===== src/hw/rtl/bcmc_pkg.sv =====
package bcmc_pkg;

  localparam int unsigned CellInputs     = 4;
  localparam int unsigned CellIdxW       = $clog2(CellInputs);
  localparam int unsigned DefCellCount   = 4;
  localparam int unsigned MvW            = 16;
  localparam int unsigned MaW            = 13;
  localparam int unsigned CountW         = 4;
  localparam int unsigned BypassW        = 4;
  localparam int unsigned CfgIdxW        = 3;
  localparam int unsigned CfgDataW       = 16;
  // Wide enough for 3 * high and for cell_full + 2 * low.
  localparam int unsigned CmpW           = MvW + 2;

  localparam logic [CfgIdxW-1:0] RegCellFull      = 3'd0;
  localparam logic [CfgIdxW-1:0] RegPackCharge    = 3'd1;
  localparam logic [CfgIdxW-1:0] RegFullCurrent   = 3'd2;
  localparam logic [CfgIdxW-1:0] RegBalanceCurent = 3'd3;
  localparam logic [CfgIdxW-1:0] RegAdapterLimit  = 3'd4;
  localparam logic [CfgIdxW-1:0] RegGoodLimit     = 3'd5;

  localparam logic [1:0] ModeNone      = 2'd0;
  localparam logic [1:0] ModeCharged   = 2'd1;
  localparam logic [1:0] ModeBalancing = 2'd2;
  localparam logic [1:0] ModeCharging  = 2'd3;

  typedef struct packed {
    logic [MvW-1:0]    cell_full_mv;
    logic [MvW-1:0]    pack_charge_mv;
    logic [MaW-1:0]    full_current_ma;
    logic [MaW-1:0]    balance_current_ma;
    logic [MaW-1:0]    adapter_limit_ma;
    logic [CountW-1:0] good_count_limit;
  } cfg_t;

  typedef struct packed {
    logic                            battery_good;
    logic                            adapter_present;
    logic                            boot_success;
    logic [CellInputs-1:0][MvW-1:0]  cells;
  } item_t;

  typedef struct packed {
    logic [MvW-1:0]      v_high;
    logic [MvW-1:0]      v_low;
    logic [CellIdxW-1:0] i_high;
  } scan_t;

  typedef struct packed {
    logic               robot_power;
    logic [1:0]         mode;
    logic               charge_inhibit;
    logic [MvW-1:0]     charge_voltage_mv;
    logic [MaW-1:0]     charge_current_ma;
    logic [MaW-1:0]     adapter_current_ma;
    logic [BypassW-1:0] bypass_cell;
    logic               booted;
  } res_t;

endpackage


===== src/hw/rtl/bcmc_cfg_regs.sv =====
module bcmc_cfg_regs import bcmc_pkg::*; (
  input  logic                clk_i,
  input  logic                rst_ni,
  input  logic                cfg_we_i,
  input  logic [CfgIdxW-1:0]  cfg_idx_i,
  input  logic [CfgDataW-1:0] cfg_wdata_i,
  output cfg_t                cfg_o
);

  cfg_t cfg_q;

  always_ff @(posedge clk_i or negedge rst_ni) begin
    if (!rst_ni) begin
      cfg_q.cell_full_mv       <= MvW'(4200);
      cfg_q.pack_charge_mv     <= MvW'(16800);
      cfg_q.full_current_ma    <= MaW'(2000);
      cfg_q.balance_current_ma <= MaW'(200);
      cfg_q.adapter_limit_ma   <= MaW'(3000);
      cfg_q.good_count_limit   <= CountW'(10);
    end else if (cfg_we_i) begin
      unique case (cfg_idx_i)
        RegCellFull:      cfg_q.cell_full_mv       <= cfg_wdata_i[MvW-1:0];
        RegPackCharge:    cfg_q.pack_charge_mv     <= cfg_wdata_i[MvW-1:0];
        RegFullCurrent:   cfg_q.full_current_ma    <= cfg_wdata_i[MaW-1:0];
        RegBalanceCurent: cfg_q.balance_current_ma <= cfg_wdata_i[MaW-1:0];
        RegAdapterLimit:  cfg_q.adapter_limit_ma   <= cfg_wdata_i[MaW-1:0];
        RegGoodLimit:     cfg_q.good_count_limit   <= cfg_wdata_i[CountW-1:0];
        default: ;
      endcase
    end
  end

  assign cfg_o = cfg_q;

endmodule


===== src/hw/rtl/bcmc_cell_scan.sv =====
module bcmc_cell_scan import bcmc_pkg::*; #(
  parameter int unsigned CELL_COUNT = DefCellCount
) (
  input  logic [CellInputs-1:0][MvW-1:0] cells_i,
  output scan_t                          scan_o
);

  // Only the first cells are scanned; the count is clamped to the inputs present.
  localparam int unsigned ScanN = (CELL_COUNT > CellInputs) ? CellInputs :
                                  ((CELL_COUNT < 1) ? 1 : CELL_COUNT);

  always_comb begin
    scan_o.v_high = cells_i[0];
    scan_o.v_low  = cells_i[0];
    scan_o.i_high = '0;
    for (int i = 1; i < CellInputs; i++) begin
      if (i < ScanN) begin
        // Strict compares keep the first index on ties.
        if (cells_i[i] > scan_o.v_high) begin
          scan_o.v_high = cells_i[i];
          scan_o.i_high = CellIdxW'(i);
        end
        if (cells_i[i] < scan_o.v_low) begin
          scan_o.v_low = cells_i[i];
        end
      end
    end
  end

endmodule


===== src/hw/rtl/bcmc_mode_ctrl.sv =====
module bcmc_mode_ctrl import bcmc_pkg::*; (
  input  logic  clk_i,
  input  logic  rst_ni,
  input  logic  advance_i,
  input  item_t item_i,
  input  scan_t scan_i,
  input  cfg_t  cfg_i,
  output res_t  res_o
);

  logic [CountW-1:0] good_count_q, good_count_d;
  logic              charger_ready_q, charger_ready_d;
  logic              charged_q, charged_d;
  logic              balancing_q, balancing_d;
  logic              charging_q, charging_d;
  logic [CountW-1:0] limit;
  logic              power;
  logic [CmpW-1:0]   high_x3;
  logic [CmpW-1:0]   thresh;

  assign limit   = (cfg_i.good_count_limit == '0) ? CountW'(1) : cfg_i.good_count_limit;
  assign high_x3 = CmpW'({scan_i.v_high, 1'b0}) + CmpW'(scan_i.v_high);
  assign thresh  = CmpW'(cfg_i.cell_full_mv) + CmpW'({scan_i.v_low, 1'b0});

  always_comb begin
    good_count_d    = '0;
    charger_ready_d = charger_ready_q;
    charged_d       = charged_q;
    balancing_d     = balancing_q;
    charging_d      = charging_q;
    res_o           = '0;

    if (item_i.battery_good) begin
      good_count_d = (good_count_q < limit) ? good_count_q + CountW'(1) : limit;
    end
    power = (good_count_d == limit);

    if (item_i.adapter_present && power) begin
      if (item_i.boot_success) begin
        charger_ready_d = 1'b1;
      end
      if (charger_ready_d) begin
        res_o.adapter_current_ma = cfg_i.adapter_limit_ma;
        if (scan_i.v_high >= cfg_i.cell_full_mv || charged_q) begin
          charged_d            = 1'b1;
          charging_d           = 1'b0;
          balancing_d          = 1'b0;
          res_o.mode           = ModeCharged;
          res_o.charge_inhibit = 1'b1;
        end else if (high_x3 >= thresh || balancing_q) begin
          charged_d               = 1'b0;
          charging_d              = 1'b1;
          balancing_d             = 1'b1;
          res_o.mode              = ModeBalancing;
          res_o.charge_voltage_mv = cfg_i.pack_charge_mv;
          res_o.charge_current_ma = cfg_i.balance_current_ma;
          res_o.bypass_cell       = BypassW'(scan_i.i_high) + BypassW'(1);
        end else begin
          charged_d               = 1'b0;
          charging_d              = 1'b1;
          balancing_d             = 1'b0;
          res_o.mode              = ModeCharging;
          res_o.charge_voltage_mv = cfg_i.pack_charge_mv;
          res_o.charge_current_ma = cfg_i.full_current_ma;
        end
      end
    end

    res_o.robot_power = power;
    res_o.booted      = charger_ready_d;
  end

  always_ff @(posedge clk_i or negedge rst_ni) begin
    if (!rst_ni) begin
      good_count_q    <= '0;
      charger_ready_q <= 1'b0;
      charged_q       <= 1'b0;
      balancing_q     <= 1'b0;
      charging_q      <= 1'b0;
    end else if (advance_i) begin
      good_count_q    <= good_count_d;
      charger_ready_q <= charger_ready_d;
      charged_q       <= charged_d;
      balancing_q     <= balancing_d;
      charging_q      <= charging_d;
    end
  end

endmodule


===== src/hw/rtl/battery_charge_mode_control_core.sv =====
// Channel   Handshake                  Payload
// in        in_valid_i / in_ready_o    battery_good_i, adapter_present_i, boot_success_i,
//                                      cell0_mv_i .. cell3_mv_i
// out       out_valid_o / out_ready_i  robot_power_o, mode_o, charge_inhibit_o,
//                                      charge_voltage_mv_o, charge_current_ma_o,
//                                      adapter_current_ma_o, bypass_cell_o, booted_o
// cfg       cfg_we_i                   cfg_idx_i, cfg_wdata_i
//
// One item per cycle sustained while out_ready_i stays high.
// An accepted item sits in the input register, is evaluated in one pass of cell scan
// and mode logic, and moves to the result register together with the state update.
// The input register refills in the same cycle that it drains, so a stalled output
// only backs up the input once both registers hold an item.
// Reset clears the state, the register valid bits and restores the configuration defaults.
module battery_charge_mode_control_core import bcmc_pkg::*; #(
  parameter int unsigned CELL_COUNT = DefCellCount
) (
  input  logic                clk_i,
  input  logic                rst_ni,
  input  logic                cfg_we_i,
  input  logic [CfgIdxW-1:0]  cfg_idx_i,
  input  logic [CfgDataW-1:0] cfg_wdata_i,
  input  logic                in_valid_i,
  output logic                in_ready_o,
  input  logic                battery_good_i,
  input  logic                adapter_present_i,
  input  logic                boot_success_i,
  input  logic [MvW-1:0]      cell0_mv_i,
  input  logic [MvW-1:0]      cell1_mv_i,
  input  logic [MvW-1:0]      cell2_mv_i,
  input  logic [MvW-1:0]      cell3_mv_i,
  output logic                out_valid_o,
  input  logic                out_ready_i,
  output logic                robot_power_o,
  output logic [1:0]          mode_o,
  output logic                charge_inhibit_o,
  output logic [MvW-1:0]      charge_voltage_mv_o,
  output logic [MaW-1:0]      charge_current_ma_o,
  output logic [MaW-1:0]      adapter_current_ma_o,
  output logic [BypassW-1:0]  bypass_cell_o,
  output logic                booted_o
);

  cfg_t  cfg;
  item_t item_q;
  logic  item_valid_q;
  scan_t scan;
  res_t  res;
  res_t  res_q;
  logic  res_valid_q;
  logic  advance;

  bcmc_cfg_regs u_cfg_regs (
    .clk_i       (clk_i),
    .rst_ni      (rst_ni),
    .cfg_we_i    (cfg_we_i),
    .cfg_idx_i   (cfg_idx_i),
    .cfg_wdata_i (cfg_wdata_i),
    .cfg_o       (cfg)
  );

  // The held item is evaluated when the result register is free or being drained.
  assign advance    = item_valid_q && (!res_valid_q || out_ready_i);
  assign in_ready_o = !item_valid_q || advance;

  always_ff @(posedge clk_i or negedge rst_ni) begin
    if (!rst_ni) begin
      item_valid_q <= 1'b0;
    end else if (in_ready_o) begin
      item_valid_q <= in_valid_i;
    end
  end

  always_ff @(posedge clk_i) begin
    if (in_ready_o && in_valid_i) begin
      item_q.battery_good    <= battery_good_i;
      item_q.adapter_present <= adapter_present_i;
      item_q.boot_success    <= boot_success_i;
      item_q.cells           <= {cell3_mv_i, cell2_mv_i, cell1_mv_i, cell0_mv_i};
    end
  end

  bcmc_cell_scan #(
    .CELL_COUNT (CELL_COUNT)
  ) u_cell_scan (
    .cells_i (item_q.cells),
    .scan_o  (scan)
  );

  bcmc_mode_ctrl u_mode_ctrl (
    .clk_i     (clk_i),
    .rst_ni    (rst_ni),
    .advance_i (advance),
    .item_i    (item_q),
    .scan_i    (scan),
    .cfg_i     (cfg),
    .res_o     (res)
  );

  always_ff @(posedge clk_i or negedge rst_ni) begin
    if (!rst_ni) begin
      res_valid_q <= 1'b0;
    end else if (advance) begin
      res_valid_q <= 1'b1;
    end else if (out_ready_i) begin
      res_valid_q <= 1'b0;
    end
  end

  always_ff @(posedge clk_i) begin
    if (advance) begin
      res_q <= res;
    end
  end

  assign out_valid_o          = res_valid_q;
  assign robot_power_o        = res_q.robot_power;
  assign mode_o               = res_q.mode;
  assign charge_inhibit_o     = res_q.charge_inhibit;
  assign charge_voltage_mv_o  = res_q.charge_voltage_mv;
  assign charge_current_ma_o  = res_q.charge_current_ma;
  assign adapter_current_ma_o = res_q.adapter_current_ma;
  assign bypass_cell_o        = res_q.bypass_cell;
  assign booted_o             = res_q.booted;

endmodule


===== config.mk =====
export PLATFORM = sky130hd
export DESIGN_NAME = battery_charge_mode_control_core
export DESIGN_NICKNAME = d
export VERILOG_FILES = /design/src/hw/rtl/bcmc_pkg.sv /design/src/hw/rtl/bcmc_cfg_regs.sv /design/src/hw/rtl/bcmc_cell_scan.sv /design/src/hw/rtl/bcmc_mode_ctrl.sv /design/src/hw/rtl/battery_charge_mode_control_core.sv
export SDC_FILE = /design/constraint.sdc
export NUM_CORES = 1
export LEC_CHECK = 0
export ABC_AREA = 0
export BUFFER_PORTS_ARGS = -buffer_cell sky130_fd_sc_hd__buf_2
export CAP_MARGIN = 20
export CORE_ASPECT_RATIO = 1.2
export CORE_MARGIN = 2
export CORE_UTILIZATION = 52
export CTS_CLUSTER_SIZE = 8
export DETAILED_ROUTE_END_ITERATION = 8
export MAX_ROUTING_LAYER = met4
export PLACE_DENSITY = 0.73
export RECOVER_POWER = 100
export SYNTH_ARGS = -nofsm -noshare
export SYNTH_HDL_FRONTEND = slang
export SYNTH_SLANG_ARGS = --single-unit

===== constraint.sdc =====
create_clock -name clk_i -period 11.2 [get_ports clk_i]
set_input_delay 1.12 -clock clk_i [delete_from_list [all_inputs] [get_ports clk_i]]
set_output_delay 1.12 -clock clk_i [all_outputs]
set_load 0.02 [all_outputs]

== Word-level counts from Yosys, hierarchy flattened ==
Index checks and enable logic that the tools add are counted.

* Output and inout port bits: 53
* Register bits: 202
* Input bits: 91

* Add/sub/neg operators: 4
* Mux-type cells: 23
* Magnitude comparators: 9
* Bitwise operators: 3
* Reduce and logical (&&, ||, !) cells: 22
* Eq/ne operators: 6

{| class="wikitable"
|+ Operators by type and width
! kind !! number
|-
| $mux W16 || 6
|-
| $gt A16 B16 Y1 || 3
|-
| $lt A16 B16 Y1 || 3
|-
| $add A16 B17 Y18 || 1
|-
| $add A17 B16 Y18 || 1
|-
| $ge A18 B18 Y1 || 1
|-
| $ge A16 B16 Y1 || 1
|-
| $reduce_and A2 Y1 || 7
|-
| $mux W13 || 1
|-
| $mux W4 || 3
|-
| $mux W1 || 11
|-
| $eq A3 B2 Y1 const B || 2
|-
| $eq A3 B3 Y1 const B || 2
|-
| $add A4 B1 Y4 const B || 1
|-
| $eq A4 B4 Y1 || 1
|-
| $logic_not A4 Y1 || 1
|-
| $logic_or A1 B1 Y1 || 4
|-
| $lt A4 B4 Y1 || 1
|-
| $mux W2 || 2
|-
| $reduce_or A4 Y1 || 1
|-
| $add A2 B1 Y3 const B || 1
|-
| $eq A3 B1 Y1 const B || 1
|-
| $logic_and A1 B1 Y1 || 3
|-
| $logic_not A3 Y1 || 1
|-
| other kinds (5) || 8
|}

== Depth between registers and ports, before layout ==
* Depth in word-level cells: 11
* Gate-level depth with buffers: 50
* Depth with buffers taken out: 44

== Modules after synthesis ==
Synthesis repeated with hierarchy kept, for this count alone.

* Cells, all modules: 1,134
* Area total of the unflattened synthesis: 12,889.9 um^2

{| class="wikitable"
|+ By module, submodules not included
! module !! times used !! area an instance (um^2) !! seq. area each (um^2) !! cells each
|-
| battery_charge_mode_control_core || 1 || 3,647.2 || 3,593.4 || 126
|-
| bcmc_mode_ctrl || 1 || 3,203.1 || 175.2 || 431
|-
| bcmc_cell_scan || 1 || 3,161.8 || 0.0 || 415
|-
| bcmc_cfg_regs || 1 || 2,877.8 || 1,909.3 || 162
|}

== Least setup slack after synthesis ==
OpenSTA, ideal clock, no wires.

* Kind: register -> register
* Start: reg item_q[17] (netlist name)
* End: reg res_q, in the netlist charge_current_ma_o[10] (data pin)
* Setup slack: 1.288 ns
* Data required time: 10.930 ns
* Stages on the path, launching flop included: 48
* Data arrival time: 9.642 ns
* Clock period less this slack: 9.912 ns
* Library setup time: 0.270 ns
* Cells stage by stage: edfxtp_1 ha_1 nor2b_1 o211ai_1 a2111o_1 nand3_2 o41a_1 buf_2 buf_4 mux2i_1 ha_1 nor2b_1 o21a_1 o21a_1 o21ai_0 a21oi_1 o221ai_1 clkbuf_1 [12 not listed] ha_1 fa_1 a21o_1 a21oi_1 o21bai_1 a21oi_1 o21ai_0 a211oi_1 nor2_1 o41a_1 xor2_1 ha_1 a2111oi_0 o21ai_0 and3_1 clkbuf_1 o21ai_0 a21oi_1

* Cells in the longest elaborated chain, start to end: 10
* Elaborated cells between the ends (all ways): 20

{| class="wikitable"
|+ Ends and longest elaborated chain
! element !! line !! text
|-
| from (decl) || battery_charge_mode_control_core.sv:45 || <nowiki>item_t item_q;</nowiki>
|-
| $gt A16 B16 Y1 or $lt A16 B16 Y1 (tied branches) || bcmc_cell_scan.sv:19, bcmc_cell_scan.sv:23 ||
|-
| $mux W16 (on tied branches) || bcmc_cell_scan.sv:19, bcmc_cell_scan.sv:23 ||
|-
| $gt A16 B16 Y1 or $lt A16 B16 Y1 (tied branches) || bcmc_cell_scan.sv:19, bcmc_cell_scan.sv:23 ||
|-
| $mux W16 (on tied branches) || bcmc_cell_scan.sv:19, bcmc_cell_scan.sv:23 ||
|-
| $gt A16 B16 Y1 or $lt A16 B16 Y1 (tied branches) || bcmc_cell_scan.sv:19, bcmc_cell_scan.sv:23 ||
|-
| $mux W16 (on tied branches) || bcmc_cell_scan.sv:19, bcmc_cell_scan.sv:23 ||
|-
| $add A17 B16 Y18 or $add A16 B17 Y18 (tied branches) || bcmc_mode_ctrl.sv:22, bcmc_mode_ctrl.sv:23 ||
|-
| $ge A18 B18 Y1 || bcmc_mode_ctrl.sv:50 || <nowiki>end else if (high_x3 >= thresh || balancing_q) begin</nowiki>
|-
| $logic_or A1 B1 Y1 || bcmc_mode_ctrl.sv:50 ||
|-
| $mux W13 || bcmc_mode_ctrl.sv:50 ||
|-
| to (signal assigned) || battery_charge_mode_control_core.sv:112 || <nowiki>res_q <= res;</nowiki>
|-
| to (decl) || battery_charge_mode_control_core.sv:49 || <nowiki>res_t res_q;</nowiki>
|}

Parallel ways exist; a longest one is shown, timed or not.
A chain may end at the register's enable or synchronous reset.

== Worst setup path after layout ==
* Start: reg item_q[27] (netlist name)
* End: reg res_q, in the netlist charge_current_ma_o[10] (data pin)

Same word-level chain as after synthesis.

==> reports/metrics.yaml <==
outcome: "complete, but fails checks"
violations: "max-capacitance violations, max-slew violations"
antenna_found_initial: 0
hold_buffers: 0
syn_to_final_growth_pct: 15.1
ios: 144
synth-edff-count: 117
core_um2: 23200
gp_congestion: 0.915
rsz0062_at_grt: "no"
finClkSkew_ns: 0.0201
synthesis.area_um2: 12300
synth_cells: 1084
critPathLaunchType: "flip-flop"
pwr-share-comb_pct: 47.3
hold_viol: 0
slew_viol_final: 184
cts_num_sinks: 201
grt_overflow: 0
ir_drop_v: 0.000155
slowest_delay_ns: 0.49
cts-root-buf: "clkbuf_16"
seq_power_share_pct: 29.4
sw_frac_of_total_pct: 38.2
insertion_delay_ns: 0.53
dieArea_um2: 24800
min_path_type: "reg2reg"
power_density_nw_per_um2: 238
leakagePower_nw: 6.27
dieHeight_um: 172
switchingPower_mw: 1.28
setup-violations-final: 0
syn_nets: 1325
via_per_inst: 5.50
post-dp-hpwl_um: 20600
fillCellCount: 1975
fmax_mhz: 96.7
synth_warnings: 0
async_reset_ff_share_pct: 41.8
clk_pin_slew_ns: 0.05
required_ns: 11.45
ant_nets: 0
drive_gt1_share_pct: 17.7
htree_levels: 1
path_max_fanout: 32
portBuffers: 142
grt_use_total_pct: 22.9
grt_pass1_wl_um: 44000
ys_seq_elements: 201
avgSynthCellArea_um2: 11.3
drt_iter0_markers: 257
finalNetCount: 1487
cts_buffer_depth: 3
grt_max_degree: 71
utilization_pct: 60.8
crit_slowest_cell: "a211oi_1"
slew_headroom_pct: -148
endpoint_kind: "flip-flop"
cts_made_buffers: 29
dr.pass1.iters: 4
criticalPathCategory: "reg2reg"
start_util_pct: 52.8
cts_tree: "done"
fin_setup_tns_ns: 0
post_cts_buffers: 0
antenna_cells: 0
arrival_ns: 10.59
clkPwrFrac_pct: 23.4
synth_flop_cell: "edfxtp_1"
grt_pass1_vias: 9035
cap_violations: 3
dr_total_vias: 8709
wl_per_cell_um: 17.0
wl_um: 26900
min_period_ns: 10.35
remaining_drc_errors: 0
post_cts_resized: 0
intPower_mw: 2.07
synth.distinct_cells: 65
num_rows: 61
period_share_pct: 92.4
die_w_um: 144
seq_area_frac_synth_pct: 46.1
tightest_slew_ns: 3.71
[kinds of logic (layout without fill, tap and decap cells)]
kind of cell	Yosys count	in the layout	synth area share, %
compound gates	252	252	12.8
simple gates	226	226	9.43
flops	201	201	46.1
fa+ha+maj	150	150	15.4
mux	123	123	10.7
buf+inv	100	285	3.23
xor+xnor	31	31	2.22
other cells	1	1	0.0306
[final timing paths]
check | from | endpoint | slack (ns) | cells past startpoint
hold / removal | item_valid_q | out_valid_o | 0.48 | 1
hold reg to reg | item_valid_q | out_valid_o | 0.48 | 1
setup reg to reg | item_q[27] | charge_current_ma_o[10] | 0.85 | 41
setup / recovery | item_q[27] | charge_current_ma_o[10] | 0.85 | 41
min in group asynchronous | rst_ni | u_cfg_regs.cfg_o[5] | 0.67 | 1
max in group asynchronous | rst_ni | u_cfg_regs.cfg_o[22] | 6.53 | 2
[critical path, delay by kind of cell (launching register included)]
kind | cells | cell delay [ns]
AO/OA/AOI/OAI | 21 | 4.91
AND/OR/NAND/NOR | 9 | 1.90
adder cells (fa/ha/maj) | 6 | 1.81
multiplexers | 2 | 0.53
flip-flops | 1 | 0.42
buffers and inverters | 2 | 0.33
XOR/XNOR | 1 | 0.14
[metal layers]
layer,track usage [%],share of wire [%],vias to the layer above,wire length (um)
met3,3.13,5.6,54,1490
met1,26.6,41,4075,11000
met4,7.98,3.1,0,837
met5,-,0,-,0
li1,-,-,4336,-
met2,40.9,50,244,13500
[cell usage after synthesis, types with 5 or more instances]
master     count  area [um2]
ha_1         148        1850
edfxtp_1     117        3510
o21ai_0       82         410
inv_1         70         263
nand2_1       66         248
mux2_2        63         709
a21oi_1       62         310
dfrtp_1       58        1450
mux2i_1       58         581
a21o_1        37         278
and2_1        35         219
nor2_1        32         120
dfstp_2       26         683
nand3_1       25         125
clkbuf_1      22        82.6
xnor2_1       20         175
nand4_1       16         100
o21a_1        14         105
xor2_1        11        96.3
nand2b_1      10        62.6
nor3_1         9        45.0
nor2b_1        8        50.1
o21bai_1       8        60.1
a31oi_1        7        43.8
and3_1         7        43.8
a2111oi_0      5        43.8
o211ai_1       5        37.5
[per-stage QoR]
step / total power, mW / cell area, um2 / instances / hold slack (ns) / worst slack, ns
floorplan: 2.17 / 12300 / 1084 / 0.456 / 1.29
global placement: 2.52 / 13400 / 1527 / 0.464 / 0.999
detailed placement: 2.57 / 13400 / 1528 / 0.474 / 0.749
CTS: 3.38 / 14200 / 1582 / 0.426 / 0.711
global route: 3.64 / 14100 / 1584 / 0.506 / 0.0302
finish: 3.35 / 14100 / 1584 / 0.482 / 0.854
[registers in the layout, summed over array words and instances (netlist names)]
signal,flops
charge_current_ma_o,13
booted_o,1
out_valid_o,1
item_q,67
mode_o,2
charge_inhibit_o,1
adapter_current_ma_o,13
bypass_cell_o,3
u_mode_ctrl.good_count_q,4
u_cfg_regs.cfg_o,75
u_mode_ctrl.charger_ready_q,1
item_valid_q,1
robot_power_o,1
charge_voltage_mv_o,16
u_mode_ctrl.balancing_q,1
u_mode_ctrl.charged_q,1
[layout by cell type (no fill, tap or decap), types with 63 or more instances in the layout]
cell type	Yosys	layout
ha_1	148	148
edfxtp_1	117	117
buf_2	4	87
clkbuf_1	22	85
o21ai_0	82	82
inv_1	70	71
nand2_1	66	66
a21oi_1	62	63
mux2_2	63	63
[cell type report]
type	instances	area (um2)	share of cell area (%)
Clock buffer	52	812	5.76
Clock inverter	2	17.5	0.124
Timing Repair Buffer	160	751	5.32
Tap cell	315	394	2.79
Multi-Input combinational cell	783	6220	44.1
Inverter	71	267	1.89
Sequential cell	201	5650	40.0
[power groups by stage]
stage	sequential [mW]	clock, mW	combinational (mW)
4_1_cts	0.982	0.806	1.59
5_1_grt	1.00	0.833	1.81
6_report	0.985	0.785	1.59
3_3_place_gp	0.990	0	1.53
3_5_place_dp	0.993	0	1.57
2_1_floorplan	1.00	0	1.17
(Power assumes the default switching activity.)
